$ cat src/rtl/core/fema_pkg.sv
// shared types, constants and command codes for the free extent map allocator
// no dependencies
package fema_pkg;

    localparam int MapEntries = 82;
    localparam int IdxW = 7;
    localparam int SectW = 24;
    localparam logic [SectW-1:0] SectMax = {SectW{1'b1}};

    typedef enum logic [2:0] {
        CMD_LOAD   = 3'd0,
        CMD_READ   = 3'd1,
        CMD_ALLOC  = 3'd2,
        CMD_FREE   = 3'd3,
        CMD_EXTEND = 3'd4
    } cmd_t;

    typedef enum logic [1:0] {
        ST_OK       = 2'd0,
        ST_NO_SPACE = 2'd1,
        ST_FULL     = 2'd2,
        ST_BAD_IDX  = 2'd3
    } status_t;

    typedef struct packed {
        logic [2:0]  command;
        logic [6:0]  entry_index;
        logic [23:0] start_sector;
        logic [23:0] entry_sectors;
        logic [31:0] byte_count;
        logic [31:0] held_bytes;
    } in_item_t;

    typedef struct packed {
        logic [1:0]  status;
        logic [23:0] granted_sector;
        logic [23:0] read_start;
        logic [23:0] read_length;
        logic [6:0]  free_count;
        logic        map_changed;
    } out_item_t;

    // classified command handed from front to back
    typedef struct packed {
        logic [2:0]  command;
        logic [6:0]  entry_index;
        logic [23:0] start_sector;
        logic [23:0] entry_sectors;
        logic [24:0] reqd;      // sectors needed, bit 24 set means too big
        logic [24:0] target;    // extend target start, full width
    } work_t;

    typedef enum logic [2:0] {
        BK_IDLE,
        BK_SCAN,
        BK_SHIFT_DN,
        BK_SHIFT_UP,
        BK_DONE
    } bk_state_t;

endpackage

$ cat src/rtl/core/fema_front.sv
// front part: accepts commands, rounds sizes to sectors, queues the work
// depends on fema_pkg
module fema_front (
    input  logic               aclk,
    input  logic               aresetn,
    input  logic               s_valid,
    output logic               s_ready,
    input  fema_pkg::in_item_t s_data,
    output logic               w_valid,
    input  logic               w_ready,
    output fema_pkg::work_t    w_data
);

    fema_pkg::work_t q_reg [2];
    logic [1:0] cnt_reg, cnt_next;
    logic       wp_reg, rp_reg;
    fema_pkg::work_t w;
    logic [32:0] rnd;
    logic [32:0] diff;
    logic push, pop;

    always_comb begin
        w = '0;
        w.command = s_data.command;
        w.entry_index = s_data.entry_index;
        w.start_sector = s_data.start_sector;
        w.entry_sectors = s_data.entry_sectors;
        diff = '0;
        if (s_data.command == fema_pkg::CMD_EXTEND) begin
            if (s_data.byte_count > s_data.held_bytes)
                diff = {1'b0, s_data.byte_count - s_data.held_bytes};
        end else begin
            diff = {1'b0, s_data.byte_count};
        end
        rnd = diff + 33'd255;
        w.reqd = rnd[32:8];
        if (s_data.command == fema_pkg::CMD_FREE && rnd[32])
            w.reqd = {1'b0, fema_pkg::SectMax};
        w.target = {1'b0, s_data.start_sector} + {1'b0, s_data.held_bytes[31:8]};
    end

    assign s_ready = (cnt_reg != 2'd2);
    assign w_valid = (cnt_reg != 2'd0);
    assign w_data  = q_reg[rp_reg];
    assign push = s_valid && s_ready;
    assign pop  = w_valid && w_ready;

    always_comb begin
        cnt_next = cnt_reg;
        if (push && !pop) cnt_next = cnt_reg + 2'd1;
        else if (pop && !push) cnt_next = cnt_reg - 2'd1;
    end

    always_ff @(posedge aclk) begin
        if (push) q_reg[wp_reg] <= w;
        if (!aresetn) begin
            cnt_reg <= '0;
            wp_reg <= 1'b0;
            rp_reg <= 1'b0;
        end else begin
            cnt_reg <= cnt_next;
            if (push) wp_reg <= ~wp_reg;
            if (pop) rp_reg <= ~rp_reg;
        end
    end

endmodule

$ cat config.mk
export PLATFORM = sky130hd
export DESIGN_NAME = fema_front
export DESIGN_NICKNAME = d
export VERILOG_FILES = /design/src/rtl/core/fema_pkg.sv /design/src/rtl/core/fema_front.sv
export SDC_FILE = /design/constraint.sdc
export NUM_CORES = 1
export LEC_CHECK = 0
export ABC_AREA = 1
export BUFFER_PORTS_ARGS = -buffer_cell sky130_fd_sc_hd__buf_2
export CAP_MARGIN = 10
export CORE_MARGIN = 2
export CORE_UTILIZATION = 36
export DETAILED_ROUTE_END_ITERATION = 16
export GPL_ROUTABILITY_DRIVEN = 0
export GPL_TIMING_DRIVEN = 0
export PLACE_DENSITY_LB_ADDON = 0.12
export SYNTH_ARGS = -nofsm -noshare
export SYNTH_HDL_FRONTEND = slang
export SYNTH_SLANG_ARGS = --single-unit
$ cat constraint.sdc
create_clock -name aclk -period 15.2 [get_ports aclk]
set_input_delay 0.76 -clock aclk [delete_from_list [all_inputs] [get_ports aclk]]
set_output_delay 0.76 -clock aclk [all_outputs]
set_load 0.02 [all_outputs]
-- Word level (Yosys, flattened, before mapping)
Memories as Yosys holds them, arrays and structs flattened. A register that Yosys moved wholly into a read port is not among the register bits.
Cells that the tools add are included.
- multiplexer cells: 9
- add/sub/neg operators: 5
- bitwise logic cells: 2
- reductions and logical operators: 9
- $lt $le $gt $ge: 1
- equal/unequal tests: 3
- operators by type and width (kind ; count):
    $add A33 B8 Y33 const B ; 1
    $mux W33 ; 1
    $gt A32 B32 Y1 ; 1
    $mux W32 ; 1
    $sub A32 B32 Y32 ; 1
    $add A24 B24 Y25 ; 1
    $mux W25 ; 1
    $logic_and A1 B1 Y1 ; 5
    $mux W1 ; 4
    $mux W2 ; 2
    $reduce_bool A2 Y1 ; 2
    $eq A3 B2 Y1 const B ; 1
    $eq A3 B3 Y1 const B ; 1
    $add A2 B1 Y2 const B ; 1
    $logic_not A1 Y1 ; 2
    $ne A2 B2 Y1 const B ; 1
    $not A1 Y1 ; 2
    $sub A2 B1 Y2 const B ; 1
- bits of input ports: 126
- logic and storage cells: 33
- bits in writable memories: 216
- output and inout port bits: 110
- memories kept: 1
- register bits after elaboration: 4
- memories (memory ; depth ; bits a word ; rd ports ; clocked after Yosys merged registers in ; wr ports ; RTL line ; text):
    q_reg ; 2 ; 108 ; 1 ; 1 ; 1 ; fema_front.sv:14 ; fema_pkg::work_t q_reg [2];

-- Depth between registers and ports, before layout
Gate-level depths: netlist (run 1).
- depth after elaboration: 6
- gate-level depth with buffers: 23
- depth with buffers taken out: 23

-- Worst setup path before layout (run 1)
No wires, ideal clock.
- path type: input-to-reg
- from: in s_valid
- to: mem q_reg[1][0] (netlist name), enable pin
- path buffers: 0
- stages: 2
- arrival time: 5.369 ns
- setup slack: 9.253 ns
- cell sequence: nand2_1 nor2_1
- word-level cells in the longest chain between the ends: 3
- ends and longest elaborated chain (element ; RTL line ; text):
    from (decl) ; fema_front.sv:6 ; input logic s_valid,
    $logic_and A1 B1 Y1 ; fema_front.sv:45 ; assign push = s_valid && s_ready;
    $mux W1 ; fema_front.sv:55 ; if (push) q_reg[wp_reg] <= w;
    $mux W1 (implied by the code) ; fema_front.sv:55 ;
    to (decl) ; fema_front.sv:14 ;
Every way passes these cells.

==> results of run 1 <==
## critical path, delay by kind of cell, from the launching register on
| family | cells | cell delay (ps) |
|---|---|---|
| buffers and inverters | 4 | 2020 |
| muxes | 1 | 410 |
| DFF | 1 | 300 |
## cell usage after synthesis, types with 4 or more instances
cell,count,share of area (%)
ha_1,57,5.4
nand4_1,20,0.94
nor2_1,86,2.4
dfxtp_1,5,0.76
mux2_2,108,9.2
nand3b_1,6,0.34
nand4_2,4,0.38
xor2_1,17,1.1
nand3_2,19,1.4
edfxtp_1,216,49
o21ai_2,7,0.46
o21ai_0,23,0.87
a21oi_1,50,1.9
o21bai_1,5,0.28
clkbuf_1,12,0.34
nor3_1,8,0.30
nor2_2,8,0.38
inv_1,201,5.7
xnor2_1,9,0.60
nor4_1,4,0.19
nand2_1,381,11
nand3_1,72,2.7
nor2_4,6,0.51
nand2_2,25,1.2
inv_2,4,0.11
## metal layers
| metal | track usage (%) | vias to the layer above | part of all wire, % |
|---|---|---|---|
| met3 | 3.094 | 61 | 5.1 |
| met1 | 24.40 | 4858 | 44 |
| li1 | - | 5202 | - |
| met4 | 7.015 | 2 | 3.0 |
| met5 | 0 | - | 0.045 |
| met2 | 33.53 | 261 | 48 |
## per-stage QoR
stage               hold WS, ps  power, mW  util, %  cells  area (um2)
floorplan                 447.4      1.268        -   1389       13250
global placement          453.4      1.494    41.20   2092       15010
detailed placement        470.6      1.495    41.72   2100       15200
CTS                       385.9      2.113    44.02   2143       16040
global route              387.2      2.194    44.05   2146       16050
finish                    417.5      2.084    44.05   2146       16050
## cell type report
type	instances	area share, %
Inverter	206	4.834
Buffer	18	0.6627
Multi-Input combinational cell	944	36.11
Clock inverter	12	1.201
Sequential cell	221	41.04
Antenna cell	3	0.04678
Timing Repair Buffer	243	8.420
Tap cell	468	3.649
Clock buffer	31	4.039
## power by group through the flow
stage	sequential, mW	clock (mW)	combinational (mW)
after floorplan	0.824	0	0.444
final	0.800	0.611	0.674
after detailed placement	0.813	0	0.682
after CTS	0.800	0.628	0.685
after global routing	0.807	0.652	0.736
after global placement	0.839	0	0.655
## worst max-delay path by stage
stage                         to  slack, ps  depth (start not counted)
floorplan            q_reg[1][0]       9250                          2
global placement    q_reg[1][45]       6000                          3
detailed placement  q_reg[1][49]      11340                         22
CTS                   w_data[89]      10990                          5
global route          w_data[93]      10960                          5
finish                w_data[89]      11170                          5
## logic make-up (layout without fill, tap and decap cells)
kind of cell,after synthesis,count (layout),synth area share (%)
AND/OR/NAND/NOR,653,653,22.76
buffers and inverters,224,510,6.658
flip-flops,221,221,49.72
multiplexers,108,108,9.180
AO/OA/AOI/OAI,98,98,4.279
adder cells (fa/ha/maj),59,59,5.686
XOR/XNOR,26,26,1.719
other,0,3,0
==> flow_metrics.tcl, run 1 <==
set metrics [dict create \
    finalSetupTns_ps 0 \
    tightest_slew_ps 782.0 \
    path_common_cell "clkbuf_1" \
    wl_um 37540 \
    fin_ws_ps 11170 \
    worst_path_max_delay_cell "clkbuf_1" \
    ff2ff_setup_slack_ps 13180 \
    path_clk_slew_ps 60 \
    die_h_um 195.8 \
    drt-vias-per-instance 4.839 \
    netlist-cell-type-count 47 \
    final_cell_mix "nand2_1 (381), buf_2 (235), edfxtp_1 (216), inv_1 (201), mux2_2 (108)" \
    hold_end "q_reg[1][66]" \
    ys_ff_latch 221 \
    start_util_pct 36.36 \
    max-clock-path-buffers 3 \
    crit_fanout 10 \
    syn_avg_cell_area_um2 9.538 \
    powerDensity_nw_per_um2 129.9 \
    cp.required_ps 14440 \
    p_switching_uw 681.6 \
    wire_per_inst_um 17.49 \
    num_vias 10380 \
    fin_nets 1844 \
    combinationalPowerShare_pct 32.3 \
    period_needed_ps 4028 \
    hold_path_class "input port to register" \
    critPathLaunchType "register" \
    synth_flop_cell "edfxtp_1" \
    setup_viol 0 \
    postRouteAntennaNets 0 \
    cp-end-kind "primary output" \
    fin_worst_skew_ps 9.970 \
    drt_iter0_markers 549 \
    swShare_pct 32.70 \
    drtPass1Iterations 5 \
    grt_pass1_vias 10300 \
    hold_viol_final 0 \
    antenna_found_initial 4 \
    clock-sinks 221 \
    grt_setup_unrepaired "false" \
    core_area_um2 36430 \
    seq_area_frac_synth_pct 49.72 \
    clk_latency_ps 530 \
    place.port_buffers 235 \
    slew_headroom_pct 47.87 \
    io_pins 236 \
    arrival_ps 3270 \
    synth-async-reset-ratio_pct 0 \
    nFillCells 3569 \
    dieArea_um2 38350 \
    drc_errors 0 \
    outcome "completed" \
    cts_tree "done" \
    peakVddDrop_uv 79.86 \
    power_leakage_nw 7.215 \
    p_clk_share_pct 29.3 \
    seqPwrFrac_pct 38.4 \
    rows 70 \
    intPower_mw 1.403 \
    die_x_um 195.8 \
    h-tree-depth 1 \
    synth_enable_flop_cells 216 \
    multi_input_area_um2 5794 \
    cp_slowest_stage_delay_ps 660 \
    postCtsSetupBuffers 0 \
    final_common_cell "nand2_1" \
    ctsHoldBuffers 0 \
    ff2ff_path_depth 6 \
    fmax_ghz 0.2483 \
    syn_nets 1574 \
    timing.rr.end "q_reg[1][40]" \
    synth_cells 1389 \
    cts_buffers 25 \
    hold_depth 1 \
    seq_area_um2 6586 \
    grt_pass1_wl_um 56760 \
    grt_max_degree 30 \
    hpwl_um 30720 \
    grtUsageTotal_pct 19.34 \
    place_ws_ps 11340 \
    worstHoldStart "s_data[80]" \
    cts_resized 0 \
    netlist_area_um2 13250 \
    r2r_start "cnt_reg[0]" \
    maxSlewViolCount 0 \
    syn_to_final_growth_pct 21.14 \
    overflow 0 \
    ys_warn_count 0 \
    worstPathCellList "clkbuf_1 > clkbuf_1 > buf_1 > mux2_2 > buf_2" \
    cts_root_buf "clkbuf_16" \
    finalCritPeriodShare_pct 26.50 \
    path_class "register to primary output" \
    drive_gt1_share_pct 28.60 \
    cap_violations 0 \
    largest_reg_flops 216 \
]
Note: power is estimated with default switching activity, not from simulation.
==> run 2, diff against run 1 <==
==> constraint.sdc (replaced) <==
create_clock -name aclk -period 3.35 [get_ports aclk]
set_input_delay 0.1675 -clock aclk [delete_from_list [all_inputs] [get_ports aclk]]
set_output_delay 0.1675 -clock aclk [all_outputs]
set_load 0.02 [all_outputs]
==> flow_metrics.tcl, run 2 (synthesis results as in run 1) <==
set metrics [dict create \
    postRouteAntennaNets 0 \
    crit_path_end "q_reg[1][25]" \
    grt_pass1_vias 10730 \
    wire_per_inst_um 17.41 \
    antenna_found_initial 4 \
    syn_to_final_growth_pct 26.09 \
    ff2ff_path_depth 6 \
    rows 70 \
    grt_pass1_wl_um 58310 \
    dieArea_um2 38350 \
    fin_worst_skew_ps 20.84 \
    drt-vias-per-instance 4.840 \
    fmax_ghz 0.3198 \
    drtPass1Iterations 5 \
    cp.required_ps 3690 \
    cts_buffers 25 \
    setup_viol 0 \
    path_common_cell "nand2_1" \
    ff2ff_setup_slack_ps 1550 \
    cts_tree "done" \
    core_area_um2 36430 \
    crit_start "s_data[8]" \
    clk_latency_ps 530 \
    fin_ws_ps 223.2 \
    intPower_mw 6.329 \
    cp_slowest_stage_delay_ps 540 \
    path_class "input port to register" \
    p_total_mw 9.457 \
    grtUsageTotal_pct 19.79 \
    tightest_slew_ps 725.0 \
    maxSlewViolCount 0 \
    largest_reg_flops 216 \
    cts_root_buf "clkbuf_16" \
    max-clock-path-buffers 3 \
    num_vias 10710 \
    fin_nets 1907 \
    r2r_start "cnt_reg[0]" \
    combinationalPowerShare_pct 33.1 \
    crit_fanout 10 \
    seq_area_um2 6586 \
    path_clk_slew_ps 60 \
    place_ws_ps -0.3797 \
    cp-end-kind "register" \
    clock-sinks 221 \
    drc_errors 0 \
    holdWs_ps 107.9 \
    critPathLaunchType "input port" \
    p_switching_mw 3.128 \
    multi_input_area_um2 5854 \
    final_cell_mix "nand2_1 (379), buf_2 (235), edfxtp_1 (216), inv_1 (201), mux2_2 (108)" \
    overflow 0 \
    hpwl_um 30870 \
    grt_max_degree 30 \
    worstPathCellList "dlygate4sd3_1 > buf_2 > inv_1 > ha_4 > nand2_1 > nor2_2 > nand2_1 > inv_1 > nand2_2 > nand2_2 > nand2_4 > a21oi_4 > buf_4 > nand3_1 > nand2_2 > nand2_1 > nor2_2 > nand2_1 > nor2_1 > nand3_2 > buf_6 > o21ai_2" \
    h-tree-depth 1 \
    peakVddDrop_uv 377.7 \
    p_clk_share_pct 28.5 \
    die_x_um 195.8 \
    worst_path_max_delay_cell "dlygate4sd3_1" \
    timing.rr.end "q_reg[1][40]" \
    swShare_pct 33.07 \
    final_common_cell "nand2_1" \
    arrival_ps 3470 \
    period_needed_ps 3127 \
    slew_headroom_pct 51.67 \
    wl_um 38520 \
    grt_setup_unrepaired "false" \
    drt_iter0_markers 455 \
    hold_viol_final 0 \
    finalSetupTns_ps 0 \
    outcome "completed" \
    die_h_um 195.8 \
    finalCritPeriodShare_pct 93.34 \
    powerDensity_nw_per_um2 566.2 \
    start_util_pct 36.36 \
    cap_violations 0 \
    io_pins 236 \
    place.port_buffers 235 \
    seqPwrFrac_pct 38.4 \
    hold_path_class "input port to register" \
    power_leakage_nw 7.502 \
    drive_gt1_share_pct 28.68 \
    nFillCells 3533 \
]
-- run 2: layout make-up --
class | count | area share (%)
clock inverter | 16 | 1.034
antenna | 4 | 0.05993
tap | 468 | 3.506
clock buffer | 29 | 3.835
buffer | 18 | 0.6517
multi-input combinational | 944 | 35.05
timing repair buffer | 306 | 11.79
inverter | 206 | 4.644
sequential | 221 | 39.43
-- run 2: worst min path at each step --
stage	slack (ps)	start	cells past startpoint	to
after floorplan	270	s_data[114]	0	q_reg[0][100]
after global placement	360	s_data[76]	1	q_reg[1][62]
after detailed placement	360	s_data[76]	1	q_reg[0][62]
after CTS	90	s_data[31]	4	q_reg[0][24]
after global routing	120	s_data[31]	4	q_reg[0][24]
final	110	s_data[31]	4	q_reg[0][24]
-- run 2: power by group through the flow --
stage                     Sequential (mW)  Clock, mW  Combinational (mW)
after floorplan                      3.71          0                2.02
after global placement               3.75          0                2.98
after detailed placement             3.69          0                3.09
after CTS                            3.63       2.77                3.17
after global routing                 3.66       2.87                3.40
final                                3.63       2.70                3.13
-- run 2: what timing repair did --
| action | in CTS | in global routing |
|---|---|---|
| pin swaps | 0 | 2 |
| hold buffers | 61 | 0 |
| hold endpoints to repair | 123 | 0 |
| buffers inserted | 0 | 2 |
| gates resized for setup | 1 | 15 |
| setup endpoints to repair | 20 | 57 |
-- run 2: per-layer routing --
layer / vias to the layer above / global-route usage (%) / routed length [um]
met3: 63 / 2.665 / 1844
met4: 0 / 6.734 / 1039
met1: 5050 / 25.25 / 16890
li1: 5330 / - / -
met2: 262 / 34.56 / 18750
met5: - / 0 / 0
-- run 2: metrics by stage --
stage | utilization, % | instance area [um2] | cells
detailed placement | 41.70 | 15190 | 2100
CTS | 45.61 | 16620 | 2206
floorplan | - | 13250 | 1389
global route | 45.84 | 16700 | 2212
finish | 45.84 | 16700 | 2212
global placement | 41.21 | 15010 | 2092
-- run 2: critical path, delay by kind of cell --
kind / cells / cell delay, ps
buf+inv: 6 / 1230
fa+ha+maj: 1 / 300
simple gates: 13 / 1380
compound gates: 2 / 390
==> run 3, diff against run 2 <==
--- a/config.mk
+++ b/config.mk
@@ -5,9 +5,9 @@
 export SDC_FILE = /design/constraint.sdc
 export NUM_CORES = 1
 export LEC_CHECK = 0
-export ABC_AREA = 1
 export BUFFER_PORTS_ARGS = -buffer_cell sky130_fd_sc_hd__buf_2
 export CAP_MARGIN = 10
+export CORE_ASPECT_RATIO = 0.75
 export CORE_MARGIN = 2
 export CORE_UTILIZATION = 36
 export DETAILED_ROUTE_END_ITERATION = 16
==> flow_metrics.tcl, run 3 <==
set metrics [dict create \
    largest_reg_flops 216 \
    routed.top_layer "met4" \
    synth-async-reset-ratio_pct 0 \
    slew_headroom_pct 43.61 \
    postRouteAntennaNets 0 \
    die_x_um 217.2 \
    max-clock-path-buffers 3 \
    drc_errors 0 \
    netlist_area_um2 12270 \
    fmax_ghz 0.2656 \
    tightest_slew_ps 845.9 \
    synth_enable_flop_cells 216 \
    hold_path_class "input port to register" \
    dieArea_um2 35590 \
    cts_root_buf "clkbuf_16" \
    synth_cells 990 \
    grt_pass1_vias 9029 \
    ys_top_cells_by_count "edfxtp_1 (216), mux2_2 (109), nand2_1 (74), ha_1 (57), inv_1 (55)" \
    final_common_cell "edfxtp_1" \
    path_class "input port to register" \
    wl_met1_um 16930 \
    arrival_ps 4140 \
    peakVddDrop_uv 493.4 \
    start_util_pct 36.60 \
    rows 58 \
    drive_gt1_share_pct 44.02 \
    synth_top_area_cell "edfxtp_1" \
    setup_viol 50 \
    synth_flop_cell "edfxtp_1" \
    h-tree-depth 1 \
    violations "negative setup slack" \
    period_needed_ps 3765 \
    grt_setup_unrepaired "true" \
    drtPass1Iterations 5 \
    powerDensity_nw_per_um2 555.8 \
    die_h_um 163.9 \
    fin_worst_skew_ps 18.63 \
    power_leakage_nw 6.669 \
    synth_area_leaders "edfxtp_1 (53%), mux2_2 (10%), ha_1 (5.8%), xnor2_1 (2.4%), nand2_1 (2.3%)" \
    fin_nets 1564 \
    grt_max_degree 58 \
    grt_pass1_wl_um 52580 \
    fin_ws_ps -415.2 \
    routed-wl-met3_um 1982 \
    syn_nets 1175 \
    final_cell_mix "edfxtp_1 (216), buf_2 (209), mux2_2 (108), buf_4 (77), dlygate4sd3_1 (60)" \
    seq_area_frac_synth_pct 53.68 \
    syn_to_final_growth_pct 39.61 \
    synthMostInstantiatedCell "edfxtp_1" \
    num_vias 9442 \
    hpwl_um 25520 \
    cts_tree "done" \
    synth_top_area_share_pct 52.87 \
    clock-sinks 221 \
    p_total_mw 9.521 \
    outcome "complete, but fails checks" \
    io_pins 236 \
    grtUsageTotal_pct 19.28 \
    cp-end-kind "register" \
    place.port_buffers 235 \
    crit_fanout 6 \
    nFillCells 2976 \
    drt_iter0_markers 562 \
    hold_viol_final 0 \
    core_area_um2 33530 \
    overflow 0 \
    critPathLaunchType "input port" \
    clk_latency_ps 530 \
    drt-vias-per-instance 5.109 \
    finalCritPeriodShare_pct 112.4 \
    ys_ff_latch 221 \
    antenna_found_initial 1 \
    ys_warn_count 0 \
    netlist-cell-type-count 81 \
    path_clk_slew_ps 60 \
    utilization_pct 51.09 \
    syn_avg_cell_area_um2 12.39 \
    cap_violations 0 \
    cts_buffers 24 \
    wire_per_inst_um 19.21 \
    wl_met2_um 15830 \
    wl_um 35500 \
    cp.required_ps 3730 \
    maxSlewViolCount 0 \
]
## run 3: cell count changes in the layout (fill, tap and decap cells not counted), sizes merged, moves of 19 or more
cell / previous run / this run
a21o: 1 / 20
buf: 250 / 318
inv: 210 / 57
nand2: 410 / 78
nand3: 93 / 19
nor2: 101 / 33
xnor2: 9 / 34
## run 3: layout make-up
class,count,area [um2],area share [%]
inverters,55,246.5,1.439
diodes,1,2.502,0.01461
multi-input cells,684,6241,36.44
clock buffers,35,661.9,3.864
clock inverters,9,63.81,0.3725
plain buffers,22,151.4,0.8839
repair buffers,371,2613,15.25
flip-flops and latches,221,6586,38.45
well taps,450,563.0,3.287
## run 3: cell families (layout without fill, tap and decap cells)
kind of cell             after synthesis  after routing  synth area share, %
AND/OR/NAND/NOR                      239            239                10.62
multiplexers                         114            114                10.41
buffers and inverters                 85            492                2.876
XOR/XNOR                              47             47                3.355
other                                  0              1                    0
AO/OA/AOI/OAI                        225            225                12.92
adder cells (fa/ha/maj)               59             59                6.139
flip-flops                           221            221                53.68
## run 3: final timing paths
kind	start	end	slack, ps	cells after the start
worst max-delay path	s_data[1]	q_reg[0][28]	-420	16
worst min-delay path	s_data[31]	q_reg[0][24]	70	3
worst max register to register	cnt_reg[0]	q_reg[1][42]	1270	3
worst min register to register	cnt_reg[1]	cnt_reg[1]	500	2
## run 3: power breakdown
| part | internal, mW | switching [mW] | total (mW) |
|---|---|---|---|
| registers | 3.51 | 0.100 | 3.61 |
| logic | 1.44 | 2.03 | 3.47 |
| clock network | 1.38 | 1.05 | 2.43 |
## run 3: layer usage
| layer | GRT usage, % | vias up |
|---|---|---|
| met5 | 0 | - |
| met4 | 4.639 | 0 |
| met3 | 4.278 | 50 |
| met2 | 29.84 | 250 |
| met1 | 27.50 | 4571 |
| li1 | - | 4571 |
## run 3: timing repair
action | 4_1_cts | 5_1_grt
pin swaps | 33 | 52
setup buffers | 47 | 22
resized for setup | 115 | 113
hold buffers | 60 | 0
setup endpoints to repair | 70 | 62
hold endpoints to repair | 123 | 0
cloned | 2 | 0
## run 3: metrics by stage
stage                     cell area [um2]  hold slack (ps)  setup WS, ps  TNS (ps)  cells
final                               17130            70.47        -415.2    -18350   1848
after global routing                17130            63.41        -431.9    -19850   1847
after CTS                           16560            69.66        -395.6    -17290   1830
after detailed placement            14330            358.6         -1481    -72360   1680
after global placement              14220            357.2         -1458   -122680   1675
after floorplan                     12480            266.4        -384.2    -17490    990
## run 3: worst max-delay path, cell delays in order
cell and delay, ps:
buf_2 80, inv_2 40, ha_1 300, nor2b_4 150, o31ai_4 470, a21oi_4 160
o21ai_2 190, o2111ai_2 210, a221oi_4 380, nand4b_4 160, nor4b_4 240, buf_4 180
or4b_4 490, or4b_4 640, buf_12 210, o21ai_2 60
